===== src/design/rhsv_pkg.sv =====
`timescale 1ns / 1ps
// ----------------------------------------------------------------------------
// RGB to HSV package
// Shared types, constants and the restoring divide step for the pipeline.
// ----------------------------------------------------------------------------
package rhsv_pkg;

	localparam int CHAN_W     = 8;
	localparam int FIELD_W    = 15;
	localparam int NUM_W      = 23;
	localparam int QUO_W      = 15;
	localparam int DIV_STEPS  = 3;
	localparam int DIV_STAGES = QUO_W / DIV_STEPS;

	localparam logic [FIELD_W-1:0] HUE_FULL      = 15'd23040;
	localparam logic [FIELD_W-1:0] HUE_GREEN_OFS = 15'd7680;
	localparam logic [FIELD_W-1:0] HUE_BLUE_OFS  = 15'd15360;
	localparam logic [FIELD_W-1:0] HUE_LIMIT     = 15'd23039;
	localparam logic [FIELD_W-1:0] PCT_LIMIT     = 15'd25600;

	localparam logic [11:0] HUE_UNIT  = 12'd3840;
	localparam logic [14:0] PCT_SCALE = 15'd25600;

	// value = floor(25600 * max / 255) as one multiply by a scaled reciprocal
	localparam int          VAL_SHIFT = 31;
	localparam longint      CHAN_FULL = 255;
	localparam longint      VAL_RECIP = ((64'd1 << VAL_SHIFT) + CHAN_FULL - 1) / CHAN_FULL;
	localparam int          VAL_MUL_W = 38;
	localparam logic [VAL_MUL_W-1:0] VAL_MUL = VAL_MUL_W'(longint'(PCT_SCALE) * VAL_RECIP);
	localparam int          VAL_PROD_W = VAL_MUL_W + CHAN_W;

	typedef struct packed {
		logic [CHAN_W-1:0] red;
		logic [CHAN_W-1:0] green;
		logic [CHAN_W-1:0] blue;
	} pixel_t;

	typedef struct packed {
		logic [FIELD_W-1:0] hue;
		logic [FIELD_W-1:0] saturation;
		logic [FIELD_W-1:0] value;
	} hsv_t;

	typedef enum logic [1:0] {
		HUE_GRAY  = 2'd0,
		HUE_RED   = 2'd1,
		HUE_GREEN = 2'd2,
		HUE_BLUE  = 2'd3
	} hue_sel_t;

	typedef struct packed {
		logic [CHAN_W-1:0] rem;
		logic [QUO_W-1:0]  acc;
		logic [CHAN_W-1:0] den;
	} div_lane_t;

	typedef struct packed {
		hue_sel_t           sel;
		logic               neg;
		logic               black;
		logic [FIELD_W-1:0] value;
	} side_t;

	typedef struct packed {
		div_lane_t hue;
		div_lane_t sat;
		side_t     side;
	} div_item_t;

	// one restoring step: shift in the next numerator bit, subtract if it fits
	function automatic div_lane_t div_step(input div_lane_t x);
		logic [CHAN_W:0] t;
		logic            ge;
		div_lane_t       y;
		t = {x.rem, x.acc[QUO_W-1]};
		ge = (t >= {1'b0, x.den});
		y.den = x.den;
		y.rem = ge ? CHAN_W'(t - {1'b0, x.den}) : t[CHAN_W-1:0];
		y.acc = {x.acc[QUO_W-2:0], ge};
		return y;
	endfunction

endpackage


===== src/design/rhsv_front.sv =====
`timescale 1ns / 1ps
// ----------------------------------------------------------------------------
// RGB to HSV front end
// Finds max, min and difference, picks the hue case, forms the divide
// operands and the value field over two pipeline stages.
// ----------------------------------------------------------------------------
module rhsv_front (
	input  logic                clk,
	input  logic                arst_n,
	input  logic                src_valid,
	output logic                src_take,
	input  rhsv_pkg::pixel_t    src,
	output logic                dst_valid,
	input  logic                dst_take,
	output rhsv_pkg::div_item_t dst
);

	logic [rhsv_pkg::CHAN_W-1:0] hi, lo, diff, mag;
	logic [rhsv_pkg::CHAN_W:0]   d;
	rhsv_pkg::hue_sel_t          sel;

	logic                        valid_s1, valid_s2;
	logic                        take_s1, take_s2;
	logic [rhsv_pkg::CHAN_W-1:0] hi_s1, diff_s1, mag_s1;
	logic                        neg_s1;
	rhsv_pkg::hue_sel_t          sel_s1;
	rhsv_pkg::div_item_t         item_s2;

	logic [19:0]                      hue_num;
	logic [rhsv_pkg::NUM_W-1:0]       hue_num_w, sat_num;
	logic [rhsv_pkg::VAL_PROD_W-1:0]  val_prod;

	always_comb begin
		hi = src.red;
		if (src.green > hi) hi = src.green;
		if (src.blue > hi) hi = src.blue;
		lo = src.red;
		if (src.green < lo) lo = src.green;
		if (src.blue < lo) lo = src.blue;
		diff = hi - lo;

		if (diff == '0) begin
			sel = rhsv_pkg::HUE_GRAY;
			d = '0;
		end else if (hi == src.red) begin
			sel = rhsv_pkg::HUE_RED;
			d = {1'b0, src.green} - {1'b0, src.blue};
		end else if (hi == src.green) begin
			sel = rhsv_pkg::HUE_GREEN;
			d = {1'b0, src.blue} - {1'b0, src.red};
		end else begin
			sel = rhsv_pkg::HUE_BLUE;
			d = {1'b0, src.red} - {1'b0, src.green};
		end
		mag = d[rhsv_pkg::CHAN_W] ? rhsv_pkg::CHAN_W'(-d) : d[rhsv_pkg::CHAN_W-1:0];
	end

	assign take_s2  = !valid_s2 || dst_take;
	assign take_s1  = !valid_s1 || take_s2;
	assign src_take = take_s1;

	always_ff @(posedge clk or negedge arst_n) begin
		if (!arst_n) begin
			valid_s1 <= 1'b0;
			valid_s2 <= 1'b0;
		end else begin
			if (take_s1) valid_s1 <= src_valid;
			if (take_s2) valid_s2 <= valid_s1;
		end
	end

	always_ff @(posedge clk) begin
		if (take_s1 && src_valid) begin
			hi_s1   <= hi;
			diff_s1 <= diff;
			mag_s1  <= mag;
			neg_s1  <= d[rhsv_pkg::CHAN_W];
			sel_s1  <= sel;
		end
	end

	assign hue_num   = 20'(mag_s1) * 20'(rhsv_pkg::HUE_UNIT);
	assign hue_num_w = rhsv_pkg::NUM_W'(hue_num);
	assign sat_num   = rhsv_pkg::NUM_W'(diff_s1) * rhsv_pkg::NUM_W'(rhsv_pkg::PCT_SCALE);
	assign val_prod  = rhsv_pkg::VAL_PROD_W'(hi_s1) * rhsv_pkg::VAL_PROD_W'(rhsv_pkg::VAL_MUL);

	always_ff @(posedge clk) begin
		if (take_s2 && valid_s1) begin
			item_s2.hue.rem    <= hue_num_w[rhsv_pkg::NUM_W-1:rhsv_pkg::QUO_W];
			item_s2.hue.acc    <= hue_num_w[rhsv_pkg::QUO_W-1:0];
			item_s2.hue.den    <= diff_s1;
			item_s2.sat.rem    <= sat_num[rhsv_pkg::NUM_W-1:rhsv_pkg::QUO_W];
			item_s2.sat.acc    <= sat_num[rhsv_pkg::QUO_W-1:0];
			item_s2.sat.den    <= hi_s1;
			item_s2.side.sel   <= sel_s1;
			item_s2.side.neg   <= neg_s1;
			item_s2.side.black <= (hi_s1 == '0);
			item_s2.side.value <= val_prod[rhsv_pkg::VAL_SHIFT +: rhsv_pkg::FIELD_W];
		end
	end

	assign dst_valid = valid_s2;
	assign dst       = item_s2;

endmodule


===== src/design/rhsv_div.sv =====
`timescale 1ns / 1ps
// ----------------------------------------------------------------------------
// RGB to HSV divide pipeline
// Two restoring dividers in lockstep, three quotient bits per stage, with
// the hue case and value carried alongside.
// ----------------------------------------------------------------------------
module rhsv_div (
	input  logic                clk,
	input  logic                arst_n,
	input  logic                src_valid,
	output logic                src_take,
	input  rhsv_pkg::div_item_t src,
	output logic                dst_valid,
	input  logic                dst_take,
	output rhsv_pkg::div_item_t dst
);

	localparam int N = rhsv_pkg::DIV_STAGES;

	rhsv_pkg::div_item_t item_s  [N];
	logic                valid_s [N];
	logic                take    [N];
	rhsv_pkg::div_item_t feed    [N+1];
	logic                feed_v  [N+1];

	assign feed[0]   = src;
	assign feed_v[0] = src_valid;

	for (genvar k = 0; k < N; k++) begin : g_stage
		rhsv_pkg::div_item_t nxt;

		if (k == N - 1) begin : g_last
			assign take[k] = !valid_s[k] || dst_take;
		end else begin : g_mid
			assign take[k] = !valid_s[k] || take[k+1];
		end

		always_comb begin
			nxt = feed[k];
			for (int j = 0; j < rhsv_pkg::DIV_STEPS; j++) begin
				nxt.hue = rhsv_pkg::div_step(nxt.hue);
				nxt.sat = rhsv_pkg::div_step(nxt.sat);
			end
		end

		always_ff @(posedge clk or negedge arst_n) begin
			if (!arst_n) begin
				valid_s[k] <= 1'b0;
			end else if (take[k]) begin
				valid_s[k] <= feed_v[k];
			end
		end

		always_ff @(posedge clk) begin
			if (take[k] && feed_v[k]) begin
				item_s[k] <= nxt;
			end
		end

		assign feed[k+1]   = item_s[k];
		assign feed_v[k+1] = valid_s[k];
	end

	assign src_take  = take[0];
	assign dst_valid = feed_v[N];
	assign dst       = feed[N];

endmodule


===== src/design/rhsv_back.sv =====
`timescale 1ns / 1ps
// ----------------------------------------------------------------------------
// RGB to HSV back end
// Applies the hue offset and wrap, clears saturation for black, and holds
// the result in the output register.
// ----------------------------------------------------------------------------
module rhsv_back (
	input  logic                clk,
	input  logic                arst_n,
	input  logic                src_valid,
	output logic                src_take,
	input  rhsv_pkg::div_item_t src,
	output logic                dst_valid,
	input  logic                dst_take,
	output rhsv_pkg::hsv_t      dst
);

	logic [rhsv_pkg::FIELD_W-1:0] q;
	rhsv_pkg::hsv_t               res;
	logic                         valid_s1;
	rhsv_pkg::hsv_t               hsv_s1;

	assign q = src.hue.acc;

	always_comb begin
		case (src.side.sel)
			rhsv_pkg::HUE_GRAY:  res.hue = '0;
			rhsv_pkg::HUE_RED:   res.hue = (src.side.neg && q != '0) ?
				rhsv_pkg::HUE_FULL - q : q;
			rhsv_pkg::HUE_GREEN: res.hue = src.side.neg ?
				rhsv_pkg::HUE_GREEN_OFS - q : rhsv_pkg::HUE_GREEN_OFS + q;
			rhsv_pkg::HUE_BLUE:  res.hue = src.side.neg ?
				rhsv_pkg::HUE_BLUE_OFS - q : rhsv_pkg::HUE_BLUE_OFS + q;
			default:             res.hue = '0;
		endcase
		res.saturation = src.side.black ? '0 : src.sat.acc;
		res.value      = src.side.value;
	end

	assign src_take = !valid_s1 || dst_take;

	always_ff @(posedge clk or negedge arst_n) begin
		if (!arst_n) begin
			valid_s1 <= 1'b0;
		end else if (src_take) begin
			valid_s1 <= src_valid;
		end
	end

	always_ff @(posedge clk) begin
		if (src_take && src_valid) begin
			hsv_s1 <= res;
		end
	end

	assign dst_valid = valid_s1;
	assign dst       = hsv_s1;

endmodule


===== src/design/rgb_to_hsv_converter_core.sv =====
`timescale 1ns / 1ps
// ----------------------------------------------------------------------------
// RGB to HSV converter core
// Converts 8-bit RGB pixels to fixed-point hue, saturation and value.
// ----------------------------------------------------------------------------
// Input request: pixel (red, green, blue) with pixel_valid; pixel_stall
// holds it off. Output request: hsv (hue in degrees x64, saturation and
// value in percent x256) with hsv_valid; the receiver drives hsv_stall.
// From acceptance to hsv_valid: two front stages for max/min and operand
// setup, five divide stages of three quotient bits each, one output
// register. One pixel per clock while hsv_stall is low; the two 15-bit
// restoring dividers step in lockstep, one stage per three bits.
// Reset empties every stage; nothing is lost or reordered afterwards.
// While hsv_stall is high the output holds and the stages behind it keep
// filling bubbles; pixel_stall rises only once all stages hold a request.
// ----------------------------------------------------------------------------
module rgb_to_hsv_converter_core (
	input  logic             clk,
	input  logic             arst_n,
	input  logic             pixel_valid,
	output logic             pixel_stall,
	input  rhsv_pkg::pixel_t pixel,
	output logic             hsv_valid,
	input  logic             hsv_stall,
	output rhsv_pkg::hsv_t   hsv
);

	logic                front_take, div_take, back_take;
	logic                front_valid, div_valid;
	rhsv_pkg::div_item_t front_item, div_item;

	rhsv_front u_front (
		.clk       (clk),
		.arst_n    (arst_n),
		.src_valid (pixel_valid),
		.src_take  (front_take),
		.src       (pixel),
		.dst_valid (front_valid),
		.dst_take  (div_take),
		.dst       (front_item)
	);

	rhsv_div u_div (
		.clk       (clk),
		.arst_n    (arst_n),
		.src_valid (front_valid),
		.src_take  (div_take),
		.src       (front_item),
		.dst_valid (div_valid),
		.dst_take  (back_take),
		.dst       (div_item)
	);

	rhsv_back u_back (
		.clk       (clk),
		.arst_n    (arst_n),
		.src_valid (div_valid),
		.src_take  (back_take),
		.src       (div_item),
		.dst_valid (hsv_valid),
		.dst_take  (!hsv_stall),
		.dst       (hsv)
	);

	assign pixel_stall = !front_take;

`ifndef ASSERT_OFF
	a_full_only_when_out_stalled: assert property (@(posedge clk) disable iff (!arst_n)
		pixel_stall |-> (hsv_valid && hsv_stall))
		else $error("input stalled while output stage can drain");

	a_field_range: assert property (@(posedge clk) disable iff (!arst_n)
		hsv_valid |-> (hsv.hue <= rhsv_pkg::HUE_LIMIT &&
			hsv.saturation <= rhsv_pkg::PCT_LIMIT && hsv.value <= rhsv_pkg::PCT_LIMIT))
		else $error("result field out of range");

	a_black_pixel: assert property (@(posedge clk) disable iff (!arst_n)
		(hsv_valid && hsv.value == '0) |-> (hsv.saturation == '0 && hsv.hue == '0))
		else $error("black pixel with nonzero hue or saturation");
`endif

endmodule

===== config.mk =====
export PLATFORM = sky130hd
export DESIGN_NAME = rgb_to_hsv_converter_core
export DESIGN_NICKNAME = d
export VERILOG_FILES = /design/src/design/rhsv_pkg.sv /design/src/design/rhsv_front.sv /design/src/design/rhsv_div.sv /design/src/design/rhsv_back.sv /design/src/design/rgb_to_hsv_converter_core.sv
export SDC_FILE = /design/constraint.sdc
export NUM_CORES = 1
export LEC_CHECK = 0
export BUFFER_PORTS_ARGS = -buffer_cell sky130_fd_sc_hd__buf_2
export CORE_MARGIN = 5
export CORE_UTILIZATION = 47
export CTS_CLUSTER_SIZE = 28
export DETAILED_ROUTE_END_ITERATION = 12
export SLEW_MARGIN = 20
export SYNTH_ARGS = -nofsm -noshare
export SYNTH_HDL_FRONTEND = slang
export SYNTH_SLANG_ARGS = --single-unit

===== constraint.sdc =====
create_clock -name clk -period 10.1 [get_ports clk]
set_clock_uncertainty 0.05 [all_clocks]
set_input_delay 3.03 -clock clk [delete_from_list [all_inputs] [get_ports clk]]
set_output_delay 3.03 -clock clk [all_outputs]
set_load 0.05 [all_outputs]

* After elaboration in Yosys (flattened, before gate mapping)
Memory sizes are Yosys's and may differ from the RTL's.
Index checks and enable logic that the tools add are counted.
** Cells by class
- $add $sub $neg :: 40
- $mul :: 3
- Reductions and logical operators :: 32
- Multiplexer cells :: 54
- Order comparisons :: 34
- Eq/ne operators :: 5
** Operators by type and width (number)
- $mux W8 :: 35
- $ge A9 B8 Y1 :: 29
- $sub A8 B8 Y8 :: 30
- $pmux W15 S4 :: 1
- $mux W15 :: 3
- $mul A8 B28 Y36 const B :: 1
- $mux W9 :: 3
- $sub A8 B8 Y9 :: 3
- $eq A8 B8 Y1 :: 2
- $gt A8 B8 Y1 :: 2
- $logic_not A8 Y1 :: 2
- $lt A8 B8 Y1 :: 2
- $add A13 B15 Y15 const A :: 1
- $add A14 B15 Y15 const A :: 1
- $reduce_bool A15 Y1 :: 1
- $sub A13 B15 Y15 const A :: 1
- $sub A14 B15 Y15 const A :: 1
- $sub A15 B15 Y15 const A :: 1
- $mul A8 B5 Y13 const B :: 1
- $mul A8 B4 Y12 const B :: 1
- $mux W1 :: 12
- $logic_not A1 Y1 :: 10
- $logic_and A1 B1 Y1 :: 9
- $ge A6 B8 Y1 :: 1
- other kinds (7) :: 15
** Storage, ports and cells
- Input port bits :: 28
- Bits in registers :: 140
- Output and inout port bits :: 47
- Word-level logic and storage cells :: 196
- Bits in writable memories :: 405
- Memories kept :: 1
** Memory list
- u_div.item_s :: depth 5, width 81, rd ports 5, clocked after Yosys merged registers in 0, wr ports 5, line rhsv_div.sv:20 : rhsv_pkg::div_item_t item_s [N];

* Longest topological paths before layout
Gate-level depths: netlist (run 1).
- Depth after elaboration :: 10
- Mapped depth :: 41
- Gate-level depth less buffers :: 38

* Hierarchy
Synthesis (run 1) repeated with hierarchy kept, for this count alone.
** Unflattened totals
- Cell total of the unflattened synthesis :: 3405
- Area total of the unflattened synthesis :: 37538.5 µm²
** Modules (own cells, without submodules)
- rhsv_div :: cells an instance 2211, area an instance 25669.6 µm², instances 1
- rhsv_front :: cells an instance 983, area an instance 9419.0 µm², instances 1
- rhsv_back :: cells an instance 209, area an instance 2442.3 µm², instances 1
- rgb_to_hsv_converter_core :: cells an instance 2, area an instance 7.5 µm², instances 1

* Worst setup path after synthesis (run 1)
Ideal clock, no wire load.
- Path kind :: input to register
- Start :: in pixel[11] (netlist name)
- End :: reg u_front.mag_s1[6] (netlist name) (data pin)
- Library setup time :: 0.262 ns
- Path slack :: 1.305 ns
- Cell stages on the path :: 31
- Arrival time :: 8.483 ns
- Path buffers :: 1
- Path through :: clkbuf_1 > inv_1 > ha_1 > nand2_1 > a211oi_4 > nor2_1 > nor2_1 > a21oi_1 > ha_1 > and4_1 > nand4_1 > a211oi_2 > nor2_2 > o31ai_4 > nand2_2 > nand2_1 > o21a_1 > inv_1 > ha_1 > inv_1 > ha_1 > a21oi_1 > o31ai_1 > and4b_1 > nor3b_2 > nor4_4 > a21o_1 > ha_1 > a41oi_1 > xnor2_1 > a21oi_1
** On the way
- Elaborated cells on any way between the ends :: 19
** RTL lines
- from (decl) :: line rgb_to_hsv_converter_core.sv:22 : input rhsv_pkg::pixel_t pixel,
- $gt A8 B8 Y1 :: line rhsv_front.sv:35 : if (src.green > hi) hi = src.green;
- $mux W8 * :: line rhsv_front.sv:35
- $gt A8 B8 Y1 :: line rhsv_front.sv:36 : if (src.blue > hi) hi = src.blue;
- $mux W8 * :: line rhsv_front.sv:36
- net u_front.hi, one bit :: line rhsv_front.sv:18 : logic [rhsv_pkg::CHAN_W-1:0] hi, lo, diff, mag;
- $sub A8 B8 Y8 * :: line rhsv_front.sv:40 : diff = hi - lo;
- net u_front.diff, one bit :: line rhsv_front.sv:18
- $logic_not A8 Y1 * :: line rhsv_front.sv:42 : if (diff == '0) begin
- $mux W9 * :: line rhsv_front.sv:42
- $neg A8 Y8 :: line rhsv_front.sv:55 : mag = d[rhsv_pkg::CHAN_W] ? rhsv_pkg::CHAN_W'(-d) : d[rhsv_pkg::CHAN_W-1:0];
- $mux W8 * :: line rhsv_front.sv:55
- net u_front.mag, one bit :: line rhsv_front.sv:18
- to (signal assigned) :: line rhsv_front.sv:76 : mag_s1 <= mag;
- to (decl) :: line rhsv_front.sv:24 : logic [rhsv_pkg::CHAN_W-1:0] hi_s1, diff_s1, mag_s1;
Mark *: on every way through the listed nets, which the timed path passes. The rest lies on a longest branch.
A chain may end at the register's enable or synchronous reset.

* Final worst setup path (run 1)
- Start :: in pixel[14] (netlist name)
- End :: reg u_front.mag_s1[6] (netlist name) (data pin)
The elaborated chain is that of the path after synthesis.

==> results of run 1 <==
==> synth_stat cells (12+ instances only) <==
cell | instances | share of area, %
a21boi_0 | 25 | 0.59
a221oi_1 | 18 | 0.49
nor3_1 | 23 | 0.36
inv_1 | 327 | 3.8
and3_1 | 17 | 0.33
mux2_2 | 100 | 3.5
o21ai_0 | 182 | 2.9
o31ai_1 | 25 | 0.59
a21oi_1 | 187 | 2.9
xor2_1 | 75 | 2.1
o21a_1 | 22 | 0.52
nor2b_1 | 53 | 1.0
nand2b_1 | 34 | 0.67
clkbuf_1 | 43 | 0.51
a21o_1 | 89 | 2.1
nand2_1 | 191 | 2.2
o21bai_1 | 32 | 0.75
nor2_1 | 161 | 1.9
fa_1 | 57 | 3.6
ha_1 | 383 | 15
edfxtp_1 | 447 | 42
mux2i_1 | 12 | 0.38
xnor2_1 | 146 | 4.0
nand3_1 | 45 | 0.71
nand4_1 | 31 | 0.61
and2_1 | 21 | 0.41
==> through the flow <==
stage / worst slack [ns] / instance area, µm² / std cells
after floorplan: 1.305 / 31890 / 2949
after global placement: 0.6034 / 33460 / 3882
after detailed placement: 0.5093 / 33460 / 3882
after CTS: 1.120 / 34920 / 3966
after global routing: 0.4610 / 34920 / 3966
final: 1.007 / 34920 / 3966
==> worst min-delay path by stage <==
stage | start | endpoint | slack, ns | cells after the start
final | u_div.item_s[0][260] | u_div.item_s[0][341] | 0.36 | 0
after floorplan | u_div.item_s[0][324] | u_back.dst[0] | 0.35 | 0
after global routing | u_front.dst[13] | u_div.item_s[0][13] | 0.37 | 0
after CTS | u_div.item_s[0][260] | u_div.item_s[0][341] | 0.36 | 0
after detailed placement | u_div.item_s[0][334] | u_back.dst[10] | 0.35 | 0
after global placement | u_div.item_s[0][274] | u_div.item_s[0][358] | 0.35 | 0
==> per-layer routing <==
metal	global-route usage [%]	up-vias	routed length, µm	share of wire, %
met3	2.268	117	2160	3.1
met4	6.039	0	2158	3.1
li1	-	10860	-	-
met5	0	-	0	0
met2	33.63	344	34420	50
met1	23.19	10370	30030	44
==> sequential cells by signal, summed over array words and instances, names as in the netlist <==
name	cells
u_front.neg_s1	1
u_front.mag_s1	8
u_div.item_s	318
u_back.dst_valid	1
u_back.dst	45
u_div.feed_v	4
u_front.sel_s1	2
u_div.dst_valid	1
u_front.diff_s1	8
u_front.valid_s1	1
u_front.dst_valid	1
u_front.dst	57
u_front.hi_s1	8
==> logic make-up (layout without fill, tap and decap cells) <==
kind of cell | count (synthesis) | in the layout | share of synthesized area (%)
buf+inv | 382 | 526 | 4.571
simple gates | 637 | 637 | 9.722
xor+xnor | 221 | 221 | 6.069
fa+ha+maj | 440 | 440 | 18.60
mux | 114 | 114 | 3.998
compound gates | 700 | 700 | 14.32
flops | 455 | 455 | 42.72
==> cell usage in the layout (no fill, tap or decap), types with 52 or more instances in the layout <==
cell type,n
o21ai_0,182
nor2_1,161
inv_1,327
nor2b_1,52
a21o_1,89
ha_1,383
buf_2,74
xnor2_1,146
a21oi_1,187
nand2_1,191
edfxtp_1,447
xor2_1,75
fa_1,57
mux2_2,100
==> cell type report <==
class / instances / area, µm² / share of cell area [%]
Sequential cell: 455 / 13620 / 39.01
Multi-Input combinational cell: 2112 / 16840 / 48.21
Tap cell: 873 / 1092 / 3.128
Clock buffer: 51 / 1191 / 3.411
Timing Repair Buffer: 114 / 670.6 / 1.920
Clock inverter: 33 / 277.8 / 0.7953
Inverter: 328 / 1231 / 3.525
==> qor.csv, run 1 <==
metric,value,unit
status,finished clean,
drv_slew,0,
routedWlPerCell,17.34,µm
crit_fanout,9,
fin_nets,3526,
rsz0062_at_grt,no,
endpoint_kind,flop,
grt.overflow.total,0,
ys_ff_latch,455,
path_depth,26,
clock_sinks,455,
yosysSeqAreaShare,42.72,%
ys.flop_type,edfxtp_1,
synth_edf_count,447,
cts_buffers,47,
root_buffer,clkbuf_16,
die_height,270.5,µm
critical_path.top_delay_family,compound AO/OA/AOI/OAI gates,
fin_util,51.91,%
cp-startpoint,pixel[14],
avgViaCountPerCell,5.469,
grt_pass1_vias,22220,
cts_setup_buffers,0,
grt_pass1_wl,112600,µm
hold_ws,0.3646,ns
netlist_instances,2949,
regToRegEndpoint,u_div.item_s[0][49],
synth.distinct_cells,91,
core_region_area,0.06728,mm²
rr_worst_depth,39,
io_buffers,74,
syn_area_per_cell,10.81,µm²
io_pins,75,
drtIter0Drc,918,
r2r-start,u_front.dst[20],
dieArea,0.07316,mm²
ctsResizeCount,0,
syn_nets,3417,
fillers,5845,
max_freq,110.0,MHz
maxCapViolCount,0,
critPathLaunchType,primary input,
crit_arrival,9.39,ns
antenna_found_initial,0,
cts_tree,yes,
insertion_delay,0.60,ns
r2r_setup_slack,1.48,ns
syn_to_final_growth,9.510,%
tns,0,ns
cts.htree.levels,2,
die_w,270.5,µm
drtPass1Iterations,5,
grt_max_degree,66,
critPathKind,primary input to flop,
period_share,90.03,%
place.gp.congestion,0.9172,
worstMarginPinSlew,0.8596,ns
rows,95,
fin_crit,9.093,ns
setup_viol,0,
slew_headroom,42.69,%
max_stage_delay,0.48,ns
syn_area,0.03189,mm²
crit_required,10.40,ns
clk_pin_slew,0.06,ns
antenna_left,0,
async_flop_share,1.758,%
clockBufferDepth,3,
start_util,47.40,%
hold_viol,0,
cp_num_buf_inv,3,
diodes,0,
cts_hold_buffers,0,
vias,21690,
grt_usage,18.60,%
drt-total-wl,68770,µm
worstSetupEndpoint,u_front.mag_s1[6],
hpwl,54680,µm
crit_slowest_cell,a21oi_1,
yosysWarnings,0,
drc,0,
hp-class,flop to flop,
drive_above_1_share,10.99,%
Power of run 1 is not shown: default switching activity piles up to over one toggle a cycle in this logic, so the estimate is an artifact.
==> run 2, diff against run 1 <==
--- a/config.mk
+++ b/config.mk
@@ -12,2 +12,3 @@
 export DETAILED_ROUTE_END_ITERATION = 12
+export PLACE_DENSITY = 0.65
 export SLEW_MARGIN = 20
==> constraint.sdc (replaced) <==
create_clock -name clk -period 7.4 [get_ports clk]
set_clock_uncertainty 0.05 [all_clocks]
set_input_delay 1.48 -clock clk [delete_from_list [all_inputs] [get_ports clk]]
set_output_delay 1.48 -clock clk [all_outputs]
set_load 0.05 [all_outputs]
==> qor.csv, run 2 (synthesis gave the netlist of run 1 again) <==
metric,value,unit
status,finished clean,
hold_ws,0.3637,ns
vias,22900,
drv_slew,0,
drtIter0Drc,1222,
slew_headroom,32.84,%
hold_viol,0,
diodes,0,
rr_worst_depth,35,
cts.htree.levels,2,
crit_arrival,7.38,ns
r2r-start,u_div.item_s[0][213],
hold_end,u_div.item_s[0][16],
crit_fanout,9,
grt_usage,18.61,%
syn_to_final_growth,17.17,%
start_util,47.40,%
cp-startpoint,u_div.item_s[0][213],
clockBufferDepth,3,
grt_max_degree,76,
fin_nets,3772,
die_height,270.5,µm
clock_sinks,455,
final_cell_mix,"edfxtp_1 (447), ha_1 (382), inv_1 (321)",
hold_depth,0,
routedWlPerCell,16.66,µm
crit_required,7.67,ns
core_region_area,0.06728,mm²
max_stage_delay,0.40,ns
largest_reg_flops,318,
placement.cell_area,0.03515,mm²
max_freq,140.7,MHz
grt_pass1_wl,114000,µm
hp-class,flop to flop,
setup_viol,0,
critPathKind,flop to flop,
drtPass1Iterations,5,
root_buffer,clkbuf_16,
grt_pass1_vias,22990,
min_from,u_front.dst[16],
die_w,270.5,µm
r2r_setup_slack,0.29,ns
regToRegEndpoint,u_div.item_s[0][317],
maxCapViolCount,0,
final_common_cell,edfxtp_1,
fin_crit,7.109,ns
cts_hold_buffers,0,
critPathLaunchType,flop,
cts_buffers,48,
fin_cells,4211,
rows,95,
drc,0,
hpwl,55400,µm
cts_tree,yes,
dp.cells,4094,
endpoint_kind,flop,
path_common_cell,a21o_1,
largest-register,u_div.item_s,
io_buffers,74,
design_area,0.03737,mm²
drive_above_1_share,19.20,%
antenna_found_initial,1,
insertion_delay,0.57,ns
crit_slowest_cell,edfxtp_1,
clk_pin_slew,0.06,ns
drt-total-wl,70160,µm
io_pins,75,
dieArea,0.07316,mm²
grt.overflow.total,0,
antenna_left,0,
worstMarginPinSlew,1.007,ns
avgViaCountPerCell,5.439,
period_share,96.07,%
place.gp.congestion,0.8964,
==> run 2: worst max-delay path by stage <==
stage	end	slack, ns	cells after the start
after CTS	u_div.item_s[0][292]	0.006	35
final	u_div.item_s[0][317]	0.29	35
after detailed placement	u_div.item_s[0][236]	-0.34	33
after global placement	u_div.item_s[0][156]	-0.03	38
after floorplan	u_div.item_s[0][124]	0.02	39
after global routing	u_div.item_s[0][241]	-0.07	35
==> run 2: critical path, delay by kind of cell, from the launching register on <==
kind	cells	cell delay [ns]
buf+inv	5	0.47
mux	3	0.98
simple gates	4	0.58
compound gates	20	3.55
fa+ha+maj	3	0.82
flops	1	0.40
==> run 2: stage by stage <==
step	setup TNS (ns)	setup WS (ns)	util (%)
final	0	0.2912	55.54
after global routing	-0.8871	-0.07182	55.54
after CTS	0	0.006000	54.86
after detailed placement	-6.471	-0.3354	52.24
after global placement	-0.1932	-0.03111	52.24
after floorplan	0	0.01633	-
==> run 2: layout make-up <==
type | instances | area (µm²)
clock buffers | 50 | 1230
flip-flops and latches | 455 | 13620
well taps | 873 | 1092
fillers | 5623 | 29910
repair buffers | 359 | 2592
inverters | 328 | 1234
clock inverters | 34 | 479.2
multi-input cells | 2112 | 17120
==> run 2: routing by layer <==
metal  part of all wire (%)  GRT usage, %  routed length [µm]  vias up
li1                       -             -                   -    11370
met1                     43         23.11               30190    10960
met2                     51         34.17               35740      434
met3                    3.3         2.224                2304      133
met4                    2.7         5.338                1919        0
met5                      0             0                   0        -
==> run 2: what timing repair did <==
action,CTS,global route
setup buffers,1,31
gates resized for setup,23,98
pin swaps,3,35
endpoints found under the hold margin,0,0
cloned,0,1
endpoints found under the setup margin,48,74
Power of run 2 is left out for the same reason.
